## src/design/drbp_pkg.sv

```systemverilog
`timescale 1ns / 1ps
`default_nettype none

package drbp_pkg;

    // Default sizing of the panel.
    localparam int MAX_ROWS_DEF      = 512;
    localparam int MAX_ROW_BYTES_DEF = 64;

    // Fixed field widths.
    localparam int BYTE_W    = 8;
    localparam int BPR_W     = 7;
    localparam int GHOST_W   = 4;
    localparam int FULL_W    = 15;
    localparam int ROW_OUT_W = 9;
    localparam int DIFF_W    = 16;
    localparam int KIND_W    = 2;

    // Configuration port.
    localparam int CFG_IDX_W  = 2;
    localparam int CFG_DATA_W = 15;

    localparam logic [CFG_IDX_W-1:0] CFG_BYTES_PER_ROW     = 2'd0;
    localparam logic [CFG_IDX_W-1:0] CFG_GHOST_LIMIT       = 2'd1;
    localparam logic [CFG_IDX_W-1:0] CFG_FULL_CHANGE_BYTES = 2'd2;

    localparam logic [BPR_W-1:0]   BPR_RESET   = 7'd30;
    localparam logic [GHOST_W-1:0] GHOST_RESET = 4'd3;
    localparam logic [FULL_W-1:0]  FULL_RESET  = 15'd4320;

    localparam logic [GHOST_W-1:0] GHOST_SAT = 4'd15;
    localparam logic [DIFF_W-1:0]  DIFF_SAT  = 16'hFFFF;

    typedef enum logic [KIND_W-1:0] {
        KIND_NONE    = 2'd0,
        KIND_PARTIAL = 2'd1,
        KIND_FULL    = 2'd2
    } t_kind;

    typedef struct packed {
        logic [BPR_W-1:0]   bytes_per_row;
        logic [GHOST_W-1:0] ghost_limit;
        logic [FULL_W-1:0]  full_change_bytes;
    } t_cfg;

    // Frame totals including the byte being processed.
    typedef struct packed {
        logic                 any_change;
        logic [ROW_OUT_W-1:0] first_row;
        logic [ROW_OUT_W-1:0] last_row;
        logic [DIFF_W-1:0]    changed_bytes;
    } t_frame_sum;

    typedef struct packed {
        t_kind                kind;
        logic [ROW_OUT_W-1:0] first_row;
        logic [ROW_OUT_W-1:0] last_row;
        logic [DIFF_W-1:0]    changed_bytes;
    } t_result;

endpackage

`default_nettype wire

```

## src/design/drbp_cfg.sv

```systemverilog
`timescale 1ns / 1ps
`default_nettype none

module drbp_cfg (
    input  wire logic                            i_clk,
    input  wire logic                            i_rst_n,
    input  wire logic                            i_cfg_we,
    input  wire logic [drbp_pkg::CFG_IDX_W-1:0]  i_cfg_idx,
    input  wire logic [drbp_pkg::CFG_DATA_W-1:0] i_cfg_data,
    output drbp_pkg::t_cfg                       o_cfg
);

    drbp_pkg::t_cfg r_cfg;

    // Writes to an index beyond the register list are dropped.
    always_ff @(posedge i_clk) begin
        if (!i_rst_n) begin
            r_cfg.bytes_per_row     <= drbp_pkg::BPR_RESET;
            r_cfg.ghost_limit       <= drbp_pkg::GHOST_RESET;
            r_cfg.full_change_bytes <= drbp_pkg::FULL_RESET;
        end else if (i_cfg_we) begin
            if (i_cfg_idx == drbp_pkg::CFG_BYTES_PER_ROW) begin
                r_cfg.bytes_per_row <= i_cfg_data[drbp_pkg::BPR_W-1:0];
            end
            if (i_cfg_idx == drbp_pkg::CFG_GHOST_LIMIT) begin
                r_cfg.ghost_limit <= i_cfg_data[drbp_pkg::GHOST_W-1:0];
            end
            if (i_cfg_idx == drbp_pkg::CFG_FULL_CHANGE_BYTES) begin
                r_cfg.full_change_bytes <= i_cfg_data[drbp_pkg::FULL_W-1:0];
            end
        end
    end

    assign o_cfg = r_cfg;

endmodule

`default_nettype wire

```

## src/design/drbp_frame.sv

```systemverilog
`timescale 1ns / 1ps
`default_nettype none

module drbp_frame #(
    parameter int MAX_ROWS      = drbp_pkg::MAX_ROWS_DEF,
    parameter int MAX_ROW_BYTES = drbp_pkg::MAX_ROW_BYTES_DEF
) (
    input  wire logic                        i_clk,
    input  wire logic                        i_rst_n,
    input  wire logic                        i_fire,
    input  wire logic [drbp_pkg::BYTE_W-1:0] i_new_byte,
    input  wire logic [drbp_pkg::BYTE_W-1:0] i_old_byte,
    input  wire logic                        i_frame_end,
    input  wire logic [drbp_pkg::BPR_W-1:0]  i_bytes_per_row,
    output drbp_pkg::t_frame_sum             o_sum
);

    localparam int ROW_W = $clog2(MAX_ROWS);
    localparam int COL_W = (MAX_ROW_BYTES > 1) ? $clog2(MAX_ROW_BYTES) : 1;
    localparam int LEN_W = $clog2(MAX_ROW_BYTES + 1);
    localparam int CMP_W = ((LEN_W > drbp_pkg::BPR_W) ? LEN_W : drbp_pkg::BPR_W) + 1;

    localparam logic [CMP_W-1:0] LEN_MAX = CMP_W'(MAX_ROW_BYTES);
    localparam logic [ROW_W-1:0] ROW_TOP = ROW_W'(MAX_ROWS - 1);

    logic [COL_W-1:0]            r_col, n_col;
    logic [ROW_W-1:0]            r_row, n_row;
    logic [ROW_W-1:0]            r_low, n_low;
    logic [ROW_W-1:0]            r_high, n_high;
    logic                        r_any, n_any;
    logic [drbp_pkg::DIFF_W-1:0] r_diff, n_diff;

    logic             differs;
    logic [CMP_W-1:0] bpr_ext;
    logic [CMP_W-1:0] row_len;
    logic [CMP_W-1:0] col_plus;

    always_comb begin
        differs  = (i_new_byte != i_old_byte);
        bpr_ext  = CMP_W'(i_bytes_per_row);
        col_plus = CMP_W'(r_col) + CMP_W'(1);

        // A zero row length acts as one, an oversized one as the maximum.
        if (bpr_ext == '0) begin
            row_len = CMP_W'(1);
        end else if (bpr_ext > LEN_MAX) begin
            row_len = LEN_MAX;
        end else begin
            row_len = bpr_ext;
        end

        n_diff = r_diff;
        n_low  = r_low;
        n_high = r_high;
        if (differs) begin
            if (r_diff != drbp_pkg::DIFF_SAT) begin
                n_diff = r_diff + 1'b1;
            end
            if (!r_any || (r_row < r_low)) begin
                n_low = r_row;
            end
            if (!r_any || (r_row > r_high)) begin
                n_high = r_row;
            end
        end
        n_any = r_any | differs;

        n_row = r_row;
        if (col_plus >= row_len) begin
            n_col = '0;
            if (r_row < ROW_TOP) begin
                n_row = r_row + 1'b1;
            end
        end else begin
            n_col = COL_W'(col_plus);
        end
    end

    always_ff @(posedge i_clk) begin
        if (!i_rst_n) begin
            r_col  <= '0;
            r_row  <= '0;
            r_low  <= '1;
            r_high <= '0;
            r_any  <= 1'b0;
            r_diff <= '0;
        end else if (i_fire) begin
            if (i_frame_end) begin
                r_col  <= '0;
                r_row  <= '0;
                r_low  <= '1;
                r_high <= '0;
                r_any  <= 1'b0;
                r_diff <= '0;
            end else begin
                r_col  <= n_col;
                r_row  <= n_row;
                r_low  <= n_low;
                r_high <= n_high;
                r_any  <= n_any;
                r_diff <= n_diff;
            end
        end
    end

    assign o_sum.any_change    = n_any;
    assign o_sum.first_row     = drbp_pkg::ROW_OUT_W'(n_low);
    assign o_sum.last_row      = drbp_pkg::ROW_OUT_W'(n_high);
    assign o_sum.changed_bytes = n_diff;

endmodule

`default_nettype wire

```

## src/design/drbp_policy.sv

```systemverilog
`timescale 1ns / 1ps
`default_nettype none

module drbp_policy (
    input  wire logic                          i_clk,
    input  wire logic                          i_rst_n,
    input  wire logic                          i_close,
    input  wire drbp_pkg::t_frame_sum          i_sum,
    input  wire logic [drbp_pkg::GHOST_W-1:0]  i_ghost_limit,
    input  wire logic [drbp_pkg::FULL_W-1:0]   i_full_change_bytes,
    output drbp_pkg::t_result                  o_result
);

    logic [drbp_pkg::GHOST_W-1:0] r_ghost, n_ghost;
    logic                         go_full;

    always_comb begin
        go_full = (r_ghost >= i_ghost_limit) ||
                  (i_sum.changed_bytes > drbp_pkg::DIFF_W'(i_full_change_bytes));
        n_ghost = r_ghost;
        o_result.first_row     = i_sum.first_row;
        o_result.last_row      = i_sum.last_row;
        o_result.changed_bytes = i_sum.changed_bytes;

        if (!i_sum.any_change) begin
            o_result.kind          = drbp_pkg::KIND_NONE;
            o_result.first_row     = '0;
            o_result.last_row      = '0;
            o_result.changed_bytes = '0;
        end else if (go_full) begin
            o_result.kind = drbp_pkg::KIND_FULL;
            n_ghost       = '0;
        end else begin
            o_result.kind = drbp_pkg::KIND_PARTIAL;
            if (r_ghost != drbp_pkg::GHOST_SAT) begin
                n_ghost = r_ghost + 1'b1;
            end
        end
    end

    always_ff @(posedge i_clk) begin
        if (!i_rst_n) begin
            r_ghost <= '0;
        end else if (i_close) begin
            r_ghost <= n_ghost;
        end
    end

endmodule

`default_nettype wire

```

## src/design/dirty_band_refresh_policy_core.sv

```systemverilog
`timescale 1ns / 1ps
`default_nettype none

// Dirty-band refresh policy for an electronic-paper panel. A frame streams in as one
// request per byte, each carrying the new byte, the byte last sent to the panel, and a
// flag on the last byte of the frame. The core counts the bytes that differ, tracks the
// first and last row that hold a difference (rows are found by counting bytes against
// bytes_per_row), and on the flagged byte emits exactly one result: no refresh when
// nothing changed, a full refresh when the ghost counter has reached ghost_limit or the
// change count exceeds full_change_bytes, and a partial band refresh otherwise. Other
// bytes produce no result. The core takes one request per clock cycle unless stalled: a
// request sits in an input register while the frame tracker and the policy logic work
// on it, and a frame-end byte leaving that register writes its result into the output
// register. The only stall comes from the output register: a frame-end byte waits in
// the input register while an earlier result has not been taken. Configuration
// registers are written through a plain write port and must only change while the core
// holds no request and no untaken result.
module dirty_band_refresh_policy_core #(
    parameter int MAX_ROWS      = drbp_pkg::MAX_ROWS_DEF,
    parameter int MAX_ROW_BYTES = drbp_pkg::MAX_ROW_BYTES_DEF
) (
    input  wire logic                             i_clk,
    input  wire logic                             i_rst_n,

    input  wire logic                             i_in_valid,
    output wire logic                             o_in_ready,
    input  wire logic [drbp_pkg::BYTE_W-1:0]      i_new_byte,
    input  wire logic [drbp_pkg::BYTE_W-1:0]      i_old_byte,
    input  wire logic                             i_frame_end,

    output wire logic                             o_out_valid,
    input  wire logic                             i_out_ready,
    output wire logic [drbp_pkg::KIND_W-1:0]      o_refresh_kind,
    output wire logic [drbp_pkg::ROW_OUT_W-1:0]   o_first_row,
    output wire logic [drbp_pkg::ROW_OUT_W-1:0]   o_last_row,
    output wire logic [drbp_pkg::DIFF_W-1:0]      o_changed_bytes,

    input  wire logic                             i_cfg_we,
    input  wire logic [drbp_pkg::CFG_IDX_W-1:0]   i_cfg_idx,
    input  wire logic [drbp_pkg::CFG_DATA_W-1:0]  i_cfg_data
);

    drbp_pkg::t_cfg       cfg;
    drbp_pkg::t_frame_sum sum;
    drbp_pkg::t_result    result;

    // Input register holding the request under work.
    logic                        r_s1_valid, n_s1_valid;
    logic [drbp_pkg::BYTE_W-1:0] r_s1_new;
    logic [drbp_pkg::BYTE_W-1:0] r_s1_old;
    logic                        r_s1_end;

    // Output register holding a finished result.
    logic              r_out_valid, n_out_valid;
    drbp_pkg::t_result r_out;

    logic out_free;
    logic s1_fire;
    logic in_take;
    logic close;

    // The output register can take a new result when it is empty or being drained.
    // A byte that does not close a frame never needs it and always moves on.
    assign out_free   = !r_out_valid || i_out_ready;
    assign s1_fire    = r_s1_valid && (!r_s1_end || out_free);
    assign close      = s1_fire && r_s1_end;
    assign o_in_ready = !r_s1_valid || s1_fire;
    assign in_take    = i_in_valid && o_in_ready;

    always_comb begin
        n_s1_valid = r_s1_valid;
        if (in_take) begin
            n_s1_valid = 1'b1;
        end else if (s1_fire) begin
            n_s1_valid = 1'b0;
        end

        n_out_valid = r_out_valid;
        if (close) begin
            n_out_valid = 1'b1;
        end else if (i_out_ready) begin
            n_out_valid = 1'b0;
        end
    end

    always_ff @(posedge i_clk) begin
        if (!i_rst_n) begin
            r_s1_valid  <= 1'b0;
            r_out_valid <= 1'b0;
        end else begin
            r_s1_valid  <= n_s1_valid;
            r_out_valid <= n_out_valid;
        end
    end

    // Payload registers carry no reset; their valid bits guard them.
    always_ff @(posedge i_clk) begin
        if (in_take) begin
            r_s1_new <= i_new_byte;
            r_s1_old <= i_old_byte;
            r_s1_end <= i_frame_end;
        end
        if (close) begin
            r_out <= result;
        end
    end

    drbp_cfg u_cfg (
        .i_clk      (i_clk),
        .i_rst_n    (i_rst_n),
        .i_cfg_we   (i_cfg_we),
        .i_cfg_idx  (i_cfg_idx),
        .i_cfg_data (i_cfg_data),
        .o_cfg      (cfg)
    );

    // Per-frame accumulation: byte position, changed-row band and change count.
    drbp_frame #(
        .MAX_ROWS      (MAX_ROWS),
        .MAX_ROW_BYTES (MAX_ROW_BYTES)
    ) u_frame (
        .i_clk           (i_clk),
        .i_rst_n         (i_rst_n),
        .i_fire          (s1_fire),
        .i_new_byte      (r_s1_new),
        .i_old_byte      (r_s1_old),
        .i_frame_end     (r_s1_end),
        .i_bytes_per_row (cfg.bytes_per_row),
        .o_sum           (sum)
    );

    // Refresh decision and the ghost counter that spans frames.
    drbp_policy u_policy (
        .i_clk               (i_clk),
        .i_rst_n             (i_rst_n),
        .i_close             (close),
        .i_sum               (sum),
        .i_ghost_limit       (cfg.ghost_limit),
        .i_full_change_bytes (cfg.full_change_bytes),
        .o_result            (result)
    );

    assign o_out_valid     = r_out_valid;
    assign o_refresh_kind  = r_out.kind;
    assign o_first_row     = r_out.first_row;
    assign o_last_row      = r_out.last_row;
    assign o_changed_bytes = r_out.changed_bytes;

endmodule

`default_nettype wire

```

## config.mk

```make
export PLATFORM = sky130hd
export DESIGN_NAME = dirty_band_refresh_policy_core
export DESIGN_NICKNAME = d
export VERILOG_FILES = /design/src/design/drbp_pkg.sv /design/src/design/drbp_cfg.sv /design/src/design/drbp_frame.sv /design/src/design/drbp_policy.sv /design/src/design/dirty_band_refresh_policy_core.sv
export SDC_FILE = /design/constraint.sdc
export NUM_CORES = 1
export LEC_CHECK = 0
export ABC_AREA = 1
export BUFFER_PORTS_ARGS = -buffer_cell sky130_fd_sc_hd__buf_2
export CAP_MARGIN = 10
export CORE_UTILIZATION = 64
export CTS_CLUSTER_SIZE = 28
export DETAILED_ROUTE_END_ITERATION = 16
export PLACE_DENSITY_LB_ADDON = 0.3
export SYNTH_ARGS = -nofsm -noshare
export SYNTH_HDL_FRONTEND = slang
export SYNTH_SLANG_ARGS = --single-unit
```

## constraint.sdc

```tcl
create_clock -name i_clk -period 8.52 [get_ports i_clk]
set_input_delay 1.704 -clock i_clk [delete_from_list [all_inputs] [get_ports i_clk]]
set_output_delay 1.704 -clock i_clk [all_outputs]
set_load 0.02 [all_outputs]
```

After elaboration in Yosys (flattened, before gate mapping)
Index checks and enable logic that the tools add are counted. Widths: inputs -> output; s select.

Add/subtract/negate cells: 4. $lt $le $gt $ge: 7. Eq/ne operators: 5. Mux-type cells: 24. Bitwise logic cells: 1. Reductions and logical operators: 25.

Operator list (number): $mux 9 (9); $mux 16 (3); $add 16x1->16 const B (1); $gt 16x15->1 (1); $ne 16x16->1 const B (1); $mux 6 (2); $reduce_bool 2->1 (5); $add 9x1->9 const B (1); $gt 9x9->1 (1); $lt 9x9->1 (1); $lt 9x9->1 const B (1); $ge 8x8->1 (1); $mux 4 (2); $mux 8 (1); $ne 8x8->1 (1); $add 6x1->7 const B (1); $gt 7x7->1 const B (1); $logic_not 7->1 (1); $mux 7 (1); $logic_or 1x1->1 (6); $reduce_and 2->1 (3); $reduce_and 3->1 (2); $mux 1 (5); $add 4x1->4 const B (1); 9 further kinds (14).

Bits in registers: 135.

Longest topological paths before layout
Word-level depth: 7. Depth in mapped cells: 30. Gate-level depth less buffers: 30.

Hierarchy
From an unflattened synthesis, not the netlist that was laid out.

Cell total of the unflattened synthesis: 1001. Area total of the unflattened synthesis: 7686.1 um^2.

Modules (own cells, without submodules): drbp_frame (instances 1, cells each 585, area each 3823.7 um^2, seq. area each 1001.0 um^2); dirty_band_refresh_policy_core (instances 1, cells each 72, area each 1712.9 um^2, seq. area each 1631.6 um^2); drbp_policy (instances 1, cells each 192, area each 1087.3 um^2, seq. area each 80.1 um^2); drbp_cfg (instances 1, cells each 152, area each 1062.3 um^2, seq. area each 520.5 um^2).

Worst setup path before layout
Ideal clock, no wire load.

Path kind: input port to output port. From: input port i_out_ready. To: output port o_in_ready. Arrival: 2.071 ns. Data required time: 6.816 ns. Path slack: 4.745 ns. Cell stages on the path: 2. Cell sequence: nor2_1 -> nand3_1.

Cells in the longest elaborated chain, start to end: 4.

Ends and longest elaborated chain: start: declaration (line dirty_band_refresh_policy_core.sv:32) `input wire logic i_out_ready,`; $logic_or 1x1->1 (line dirty_band_refresh_policy_core.sv:64) `assign out_free = !r_out_valid || i_out_ready;`; $logic_or 1x1->1 (line dirty_band_refresh_policy_core.sv:65) `assign s1_fire = r_s1_valid && (!r_s1_end || out_free);`; $logic_and 1x1->1 (line dirty_band_refresh_policy_core.sv:65); $logic_or 1x1->1 (line dirty_band_refresh_policy_core.sv:67) `assign o_in_ready = !r_s1_valid || s1_fire;`; end: declaration (line dirty_band_refresh_policy_core.sv:26) `output wire logic o_in_ready,`.

Every way passes these cells.

Worst setup path after layout
Ends and elaborated chain as after synthesis.

==> flow_metrics.py <==
metrics = {
    "layout": {
        "layout_common_cells": "nand2_1 (185), inv_1 (115), nor2_1 (83), dfxtp_1 (82), a21oi_1 (81)",
        "syn_to_final_growth_pct": 15.7,
        "fillers": 750,
        "n_antenna_cell": 0,
        "fin_cells": 1093,
        "nets": 1030,
        "layout-drive-gt1-share_pct": 14.9,
        "multiInputGateArea_um2": 3230,
        "regArea_um2": 3230,
        "final_area_um2": 8130,
        "layout_commonest_cell": "nand2_1",
    },
    "drt": {
        "vias_per_cell": 5.43,
        "first_iter_violations": 393,
        "dr.pass1.iters": 5,
        "ant_nets": 0,
        "wl_per_cell_um": 14.4,
        "vias": 5938,
        "drc": 0,
        "wirelength_um": 15800,
    },
    "cts": {
        "cts_sinks": 135,
        "ctsResizeCount": 0,
        "cts_tree": "built",
        "post_cts_buffers": 0,
        "cts-root-buf": "clkbuf_8",
        "htree_num_levels": 4,
        "ctsHoldBuffers": 0,
        "ctsLongestPathBuffers": 2,
        "cts_inserted_buffers": 17,
        "insertion_delay_ps": 550,
        "cts.clk_slew.worst_paths_ps": 60,
    },
    "synth": {
        "synth_edf_count": 53,
        "yosysUniqueCellTypes": 43,
        "avgSynthCellArea_um2": 8.08,
        "synth-async-reset-ratio_pct": 0,
        "ys_seq_area_share_pct": 46.0,
        "synthCells": 869,
        "synth_top_area_share_pct": 23.4,
        "synth-main-ff-cell": "dfxtp_1",
        "ys_ff_latch": 135,
        "syn_area_um2": 7030,
        "yosysTopAreaCell": "dfxtp_1",
        "synth_warnings": 0,
        "synthTopCellsByArea": "dfxtp_1 (23%), edfxtp_1 (23%), nand2_1 (9.9%), ha_1 (8.4%), inv_1 (6.1%)",
        "synth_fp_nets": 955,
    },
    "global_routing": {
        "grt_pass1_wl_um": 26400,
        "grt_pass1_vias": 5773,
        "track_usage_pct": 29.9,
        "grt_start_max_net_pins": 51,
        "antenna_found_initial": 0,
        "grt_overflow": 0,
    },
    "critical_path": {
        "worstPathMaxFanout": 3,
        "endpoint_kind": "primary output",
        "required_ps": 6820,
        "start_kind": "primary input",
        "worstSetupPathType": "in -> out",
        "arrival_ps": 2440,
        "r2r_cells": 24,
        "r2r_slack_ps": 5020,
    },
    "sta": {
        "setup_violations": 0,
        "hold_viol": 0,
        "rsz0062_at_grt": "no",
        "skew_ps": 6.77,
        "period_share_pct": 48.7,
        "fin_ws_ps": 4370,
        "max_slew_margin_pct": 30.0,
        "tightest_slew_ps": 1040,
        "setup_tns_ps": 0,
        "holdWs_ps": 460,
        "fin_crit_ps": 4150,
        "timing.fmax_mhz": 241,
        "maxSlewViolCount": 0,
    },
    "power_and_ir_drop": {
        "irDropWorstVdd_uv": 155,
        "leakage_nw": 3.75,
        "p_per_area_nw_per_um2": 198,
    },
    "die": {
        "num_rows": 37,
        "chipWidth_um": 107,
        "core_area_um2": 10500,
        "fp.dieH_um": 107,
        "fp.dieArea_um2": 11400,
        "ios": 77,
        "start_util_pct": 67.1,
    },
    "place": {
        "place_hpwl_um": 10700,
        "dp.cells": 1061,
        "gp_congestion": 0.890,
        "dpl_cell_area_um2": 7500,
        "dp_slack_ps": 4390,
        "port_buffers": 76,
    },
    "run": {
        "cap_violations": 0,
    },
    "hold_path": {
        "hold_depth": 2,
        "hold_class": "reg -> reg",
    },
    "outcome": {
        "status": "complete, no violations",
    },
}
## synth_stat cells, types with 3 or more instances
cell type	instances
a21oi_1	81
buf_2	4
clkbuf_1	15
dfxtp_1	82
edfxtp_1	53
ha_1	47
inv_1	115
inv_2	8
nand2_1	185
nand2_2	8
nand2_4	4
nand3_1	49
nand3b_1	3
nand4_1	9
nor2_1	83
nor2_2	4
nor3_1	8
o211ai_1	9
o21ai_0	52
xnor2_1	4
xor2_1	17
## path summary, 6_finish.rpt
| path | start | to |
|---|---|---|
| max | i_out_ready | o_in_ready |
| max reg2reg | r_s1_old[1] | u_policy.r_ghost[3] |
| min reg2reg | u_cfg.o_cfg[18] | u_cfg.o_cfg[18] |
| min | u_cfg.o_cfg[18] | u_cfg.o_cfg[18] |
## worst max-delay path: stages
cell and delay, ps:
buf_2 90, nor2_1 190, nand3_1 220, buf_2 230
## state kept, by name, summed over array words and instances (netlist names), 9 cells and up
name	flops
o_last_row	9
u_frame.r_high	9
u_frame.r_low	9
u_cfg.o_cfg	26
u_frame.r_diff	16
o_first_row	9
o_changed_bytes	16
u_frame.r_row	9
## through the flow
step / util (%) / power, W
floorplan: - / 0.000806
global placement: 71.7 / 0.000838
detailed placement: 71.7 / 0.000844
CTS: 77.7 / 0.00161
global route: 77.7 / 0.00166
finish: 77.7 / 0.00161
## report_power, final
part / switching [W] / total, W / internal (W)
Combinational: 0.0000833 / 0.000125 / 0.0000421
Clock: 0.000270 / 0.000775 / 0.000505
Sequential: 0.0000124 / 0.000708 / 0.000696
## cell type report
| class | instances | share of cell area, % |
|---|---|---|
| inverter | 125 | 5.77 |
| clock buffer | 24 | 5.91 |
| sequential | 135 | 39.8 |
| multi-input combinational | 586 | 39.7 |
| timing repair buffer | 79 | 4.96 |
| tap | 136 | 2.09 |
| clock inverter | 8 | 1.76 |
## logic make-up after synthesis
| family | Yosys count | share of synthesized area (%) |
|---|---|---|
| compound gates | 151 | 11.6 |
| xor+xnor | 22 | 3.01 |
| fa+ha+maj | 47 | 8.37 |
| buf+inv | 148 | 8.05 |
| flops | 135 | 46.0 |
| simple gates | 366 | 23.0 |
## metal layers
| metal | vias up | share of wire, % | global-route usage (%) |
|---|---|---|---|
| li1 | 2996 | - | - |
| met5 | - | 0 | 0 |
| met4 | 0 | 2.6 | 14.3 |
| met3 | 35 | 6.1 | 6.38 |
| met1 | 2718 | 43 | 37.3 |
| met2 | 189 | 48 | 49.5 |
No activity file was read; power rests on OpenSTA's default activity.
